$ cat src/hw/rtl/fsta_pkg.sv
// ----------------------------------------------------------------------------
// fsta_pkg
// Shared types and constants of the flow session table with aging.
// ----------------------------------------------------------------------------
package fsta_pkg;

    localparam int MODE_W  = 2;
    localparam int IP_W    = 32;
    localparam int PORT_W  = 16;
    localparam int SLOT_W  = 11;
    localparam int TIME_W  = 32;
    localparam int STAT_W  = 3;
    localparam int EXP_W   = 12;
    localparam int TOUT_W  = 16;

    localparam logic [TOUT_W-1:0] TIMEOUT_RESET = 16'd600;

    localparam logic [MODE_W-1:0] MODE_LOOKUP  = 2'd0;
    localparam logic [MODE_W-1:0] MODE_REFRESH = 2'd1;
    localparam logic [MODE_W-1:0] MODE_RELEASE = 2'd2;

    localparam logic [STAT_W-1:0] RES_HIT      = 3'd0;
    localparam logic [STAT_W-1:0] RES_NEW      = 3'd1;
    localparam logic [STAT_W-1:0] RES_EVICT    = 3'd2;
    localparam logic [STAT_W-1:0] RES_NO_SLOT  = 3'd3;
    localparam logic [STAT_W-1:0] RES_REFRESH  = 3'd4;
    localparam logic [STAT_W-1:0] RES_RELEASE  = 3'd5;
    localparam logic [STAT_W-1:0] RES_UNUSED   = 3'd6;

    typedef enum logic [2:0] {
        S_CLEAR,
        S_IDLE,
        S_SCAN,
        S_ALLOC,
        S_SLOT_RD,
        S_SLOT_ACT,
        S_DONE
    } state_t;

    // Commands from the controller to the datapath.
    typedef struct packed {
        logic clear;
        logic load;
        logic scan;
        logic alloc;
        logic slot_rd;
        logic slot_act;
        logic out_load;
    } cmd_t;

    // Status from the datapath to the controller.
    typedef struct packed {
        logic clear_last;
        logic scan_hit;
        logic scan_end;
        logic out_free;
    } stat_t;

endpackage

$ cat src/hw/rtl/fsta_ctrl.sv
// ----------------------------------------------------------------------------
// fsta_ctrl
// Sequencer for clearing, lookup scans, allocation and slot operations.
// ----------------------------------------------------------------------------
module fsta_ctrl
(
    input  logic            clk,
    input  logic            rst_n,
    input  logic            in_valid,
    input  logic            in_lookup,
    output logic            in_ready,
    input  fsta_pkg::stat_t stat,
    output fsta_pkg::cmd_t  cmd
);
    import fsta_pkg::*;

    state_t state_reg;
    state_t state_next;

    always_ff @(posedge clk or negedge rst_n)
    begin
        if (!rst_n)
        begin
            state_reg <= S_CLEAR;
        end
        else
        begin
            state_reg <= state_next;
        end
    end

    always_comb
    begin
        state_next = state_reg;
        unique case (state_reg)
            S_CLEAR:
            begin
                if (stat.clear_last)
                begin
                    state_next = S_IDLE;
                end
            end
            S_IDLE:
            begin
                if (in_valid)
                begin
                    state_next = in_lookup ? S_SCAN : S_SLOT_RD;
                end
            end
            S_SCAN:
            begin
                if (stat.scan_hit)
                begin
                    state_next = S_DONE;
                end
                else if (stat.scan_end)
                begin
                    state_next = S_ALLOC;
                end
            end
            S_ALLOC:    state_next = S_DONE;
            S_SLOT_RD:  state_next = S_SLOT_ACT;
            S_SLOT_ACT: state_next = S_DONE;
            S_DONE:
            begin
                if (stat.out_free)
                begin
                    state_next = S_IDLE;
                end
            end
            default:    state_next = S_IDLE;
        endcase
    end

    always_comb
    begin
        cmd      = '0;
        in_ready = 1'b0;
        unique case (state_reg)
            S_CLEAR:    cmd.clear = 1'b1;
            S_IDLE:
            begin
                in_ready = 1'b1;
                cmd.load = in_valid;
            end
            S_SCAN:     cmd.scan = 1'b1;
            S_ALLOC:    cmd.alloc = 1'b1;
            S_SLOT_RD:  cmd.slot_rd = 1'b1;
            S_SLOT_ACT: cmd.slot_act = 1'b1;
            S_DONE:     cmd.out_load = stat.out_free;
            default:    cmd = '0;
        endcase
    end

endmodule

$ cat config.mk
export PLATFORM = sky130hd
export DESIGN_NAME = fsta_ctrl
export DESIGN_NICKNAME = d
export VERILOG_FILES = /design/src/hw/rtl/fsta_pkg.sv /design/src/hw/rtl/fsta_ctrl.sv
export SDC_FILE = /design/constraint.sdc
export NUM_CORES = 1
export LEC_CHECK = 0
export BUFFER_PORTS_ARGS = -buffer_cell sky130_fd_sc_hd__buf_2
export CAP_MARGIN = 20
export CORE_AREA = 2 2 39 41
export CTS_BUF_LIST = sky130_fd_sc_hd__clkbuf_2 sky130_fd_sc_hd__clkbuf_4 sky130_fd_sc_hd__clkbuf_8
export CTS_CLUSTER_DIAMETER = 150
export CTS_CLUSTER_SIZE = 40
export DETAILED_ROUTE_END_ITERATION = 12
export DIE_AREA = 0 0 41 43
export MAX_ROUTING_LAYER = met4
export PLACE_DENSITY = 0.49
export SETUP_SLACK_MARGIN = 0.1
export SYNTH_ARGS = -nofsm -noshare
export SYNTH_HDL_FRONTEND = slang
export SYNTH_SLANG_ARGS = --single-unit
$ cat constraint.sdc
create_clock -name clk -period 1 [get_ports clk]
set_input_delay 0.05 -clock clk [delete_from_list [all_inputs] [get_ports clk]]
set_output_delay 0.05 -clock clk [all_outputs]
set_load 0.01 [all_outputs]
Yosys cells after proc, flatten, opt, wreduce, memory -nomap -nowiden:

Index checks and enable logic that the tools add are counted.

* bits in registers: 3
* input port bits: 8
* output and inout port bits: 8
* word-level logic and storage cells: 29

* eq/ne operators: 10
* muxes and demuxes: 15
* reductions and logical operators: 3

Operators with widths (count)
* 3-bit 2-to-1 mux: 6
* 3-bit case mux with 6 select lines: 1
* 3-bit == test (second input constant): 3
* 1-bit 2-to-1 mux: 8
* 3-bit by 2-bit == test with 1-bit output (second input constant): 2
* 2-bit inequality test (second input constant): 3
* 4-bit AND reduction: 1
* 3-bit by 1-bit == test with 1-bit output (second input constant): 1
* 3-bit logical NOT: 1
* 3-bit inequality test (second input constant): 1
* 2-bit OR reduction: 1

Longest topological paths before layout:

* depth after elaboration: 3
* depth in mapped cells: 4
* mapped depth without buffers: 3

Least setup slack after synthesis:

Ideal clock, no wire load.

* kind: flip-flop to flip-flop
* start point: register state_reg[1]
* end point: register state_reg[0]
* setup time: 0.131 ns
* data arrival time: 0.860 ns
* path slack: 0.009 ns
* stages on the path, launching flop included: 4
* path buffers: 0
* period minus slack after synthesis: 0.991 ns
* path through: dfrtp_1 and3b_1 o32ai_1 o21ai_1

* word-level cells in the longest chain between the ends: 3

RTL lines
* from (decl): RTL line fsta_ctrl.sv:17 `state_t state_reg;`
* from (signal assigned): RTL line fsta_ctrl.sv:28 `state_reg <= state_next;`
* 3-bit == test (tied with other cells): RTL line fsta_ctrl.sv:35 `unique case (state_reg)`
* 2-bit OR reduction (no source line) (tied with other cells)
* 3-bit case mux with 6 select lines / 4-bit AND reduction (equally long branches)

Parallel ways exist; a longest one is shown, timed or not.
A chain may end at the register's enable or synchronous reset.

==> results.md <==
* Period utilization at 121.8%
* Xor-xnor portion of the synthesized cell area at 0%
* Final hold viol count at 0
* P_leak at 0.2612 nW
* First-pass GRT wire length at 1228 µm
* Count of different cell masters after synthesis at 22
* WP data arrival at 1.17 ns
* Max-slew violations at 0
* CP endpoint kind: primary output
* Global route overflow at 0
* Drt pass-1 iters at 4
* CTS Root Buffer Type: clkbuf_4
* Final setup fails at 11
* Syn nets at 38
* DRC at 0
* Compound-Gate Fraction of Synth Area at 24.15%
* Clock slew seen by the registers of the worst setup and hold paths at 0.04 ns
* Synthesized area at 259.0 µm²
* Combinational cell fraction of total power at 66.1%
* Starting Density at 18.72%
* First DRT Iteration DRCs at 5
* VDD IR max at 0.001287 V
* Largest net degree at the start of global routing at 7
* Vias in the first global route at 305
* Sequential share of the synthesized area at 28.99%
* Dpl cells at 63
* Non-Filler Instances at 72
* FF-to-FF path depth at 4
* RSZ-0062 raised after global routing: true
* Die ar. at 0.001763 mm²
* Sw Pwr at 675.1 µW
* Hold Path Stages at 2
* Tmin final at 1.218 ns
* Worst reg2reg path startpoint: state_reg[1]
* Power per Cell Area at 3316 mW/mm²
* Failing checks: setup timing
* Post-Synth Adder-Cell Area at 0%
* Maximum root-to-sink buffer count at 2
* P_int at 1.005 mW
* Sequential fraction of design power at 19.4%
* Vias per cell at 4.444
* Slowest-stage cell, CP: dfrtp_2
* Clock Skews at 0.004302 ns
* Top FF cell, synth: dfrtp_1
* Total power at 1.680 mW
* CTS tree: yes
* Top area cells in the synthesized netlist: dfrtp_1 (29%), a221oi_2 (5.8%), buf_4 (5.8%), nor3b_1 (5.8%), and3_1 (4.8%)
* Largest family of logic cells by synthesized area: simple AND/OR/NAND/NOR gates
* Total GRT Usage at 10.60%
* FP Rows at 14
* Clock net sink count at 3
* Mux cell area share after synthesis at 3.865%
* Min-delay worst type: primary input to register
* Status: finished, violations left
* Per-cell routed wire length at 11.06 µm
* Dpl hpwl at 530.7 µm
* Sw Share at 40.18%
* Syn. warnings at 0
* Synth Area in Simple Gates at 32.37%
* Inserted Clock Buffers at 3
* Place WS at -0.09174 ns
* Share of post-route cells with drive strength above 1 at 71.43%
* Ys async rst share at 100.0%
* Relative slew slack at 87.15%
* Critical-path cell list: buf_4, and4b_1, buf_2
* Max H-tree Level at 1
* Critical Path Source Type: register
* Maxcap violations at 0
* Die Height at 43 µm
* Drt total wl at 796 µm
* Crit-path max FO at 6
* Post-synth EDFFs at 0
* Nets@finish at 65
* Largest stage delay, worst path at 0.44 ns
* Area grow syn2layout at 95.65%
* Area share of the largest cell type after synthesis at 28.99%
* Hold Startpoint: in_valid
* Reg2Reg Capture Point: state_reg[0]
* Port bufs at 15
* Worst Hold Endpoint: state_reg[0]
* WP data required at 0.95 ns
* Final GP Congestion at 0.8042
* Fillers at 138
* Max FFs per register at 3
* Worst Setup Slack, final at -0.2177 ns
* Vias at 320
* Initial antenna violation count at 0
* Post-route ant nets at 0
* Clock power frac at 14.5%
* Most numerous cell in the Yosys netlist: dfrtp_1
* Core outline area at 0.001384 mm²
* Post-synthesis instance total at 30
* Die width at 41 µm
* Crit Path Class: register to primary output
* Slew @ Worst Pin at 0.1874 ns
* Synthesized flop and latch total at 3
* Syn_area_per_cell at 8.633 µm²
* Clock Latency Late Sink at 0.24 ns
* Boundary Pins at 16
* R2R setup slack at -0.17 ns
* Highest Clock Rate at 821.2 MHz
* Dominant cell type by area after synthesis: dfrtp_1
* ANT cells at 0
## repair_timing
item                       CTS  global route
pin swaps                    1             2
setup endpoints to repair   11            11
hold endpoints to repair     3             0
setup buffers                3             1
hold buffers                 1             0
gates resized for setup      8             6
## cell usage in the layout (no fill, tap or decap)
| cell | n |
|---|---|
| a21o_1 | 1 |
| a21oi_1 | 2 |
| a221oi_2 | 1 |
| and2b_1 | 1 |
| and3_1 | 1 |
| and3_4 | 1 |
| and3b_1 | 1 |
| and4b_1 | 1 |
| buf_2 | 14 |
| buf_4 | 5 |
| buf_6 | 5 |
| clkbuf_4 | 4 |
| dfrtp_2 | 3 |
| dlygate4sd3_1 | 1 |
| inv_1 | 1 |
| inv_2 | 1 |
| mux2i_1 | 1 |
| nand2_1 | 1 |
| nor2_1 | 1 |
| nor2_4 | 1 |
| nor2b_1 | 1 |
| nor3_1 | 1 |
| nor3_2 | 1 |
| nor3b_2 | 2 |
| o211a_4 | 1 |
| o21ai_1 | 1 |
| o22ai_1 | 1 |
| o32ai_2 | 1 |
## kinds of logic (layout without fill, tap and decap cells)
group / after synthesis / count (layout)
AOI/OAI and AO/OA: 8 / 8
and+or+nand+nor: 13 / 13
DFF: 3 / 3
muxes: 1 / 1
buffers and inverters: 5 / 31
## per-stage QoR
step	hold slack (ns)	utilization [%]	cell area [µm²]	TNS, ns
global route	0.05107	36.62	506.7	-2.125
detailed placement	-0.1515	27.58	381.6	-0.09652
global placement	-0.1522	27.58	381.6	-0.1050
CTS	0.03552	34.36	475.5	-1.726
finish	0.04414	36.62	506.7	-1.689
floorplan	-0.2456	-	271.5	0
## final cells by class
type	count	area [µm²]	area share [%]
inverters	2	7.507	1.481
well taps	16	20.02	3.951
flip-flops and latches	3	78.83	15.56
repair buffers	25	173.9	34.32
clock buffers	4	30.03	5.926
multi-input cells	22	196.4	38.77
## metal layers
metal | track usage, % | part of all wire, %
met5 | - | 0
met3 | 3.141 | 6.2
met2 | 15.00 | 52
met4 | 6.000 | 0
met1 | 12.86 | 42
## power groups by stage
stage / Sequential [mW] / Combinational (mW) / Clock, mW
floorplan: 0.230 / 0.594 / 0
global placement: 0.313 / 0.784 / 0
CTS: 0.291 / 1.01 / 0.256
finish: 0.326 / 1.11 / 0.244
global route: 0.333 / 1.20 / 0.268
detailed placement: 0.308 / 0.775 / 0
## critical path, delay by kind of cell, from the launching register on
kind / cells / cell delay (ns)
buffers and inverters: 2 / 0.30
and+or+nand+nor: 1 / 0.19
DFF: 1 / 0.44
## worst max-delay path by stage
| stage | from | end | slack (ns) | cells past startpoint |
|---|---|---|---|---|
| final | state_reg[1] | cmd[0] | -0.22 | 3 |
| after CTS | state_reg[0] | cmd[0] | -0.21 | 3 |
| after detailed placement | state_reg[1] | state_reg[0] | -0.09 | 3 |
| after global placement | state_reg[1] | state_reg[0] | -0.07 | 3 |
| after floorplan | state_reg[0] | state_reg[0] | 0.06 | 3 |
| after global routing | state_reg[0] | cmd[0] | -0.25 | 3 |
No activity file was read; power rests on OpenSTA's default activity.
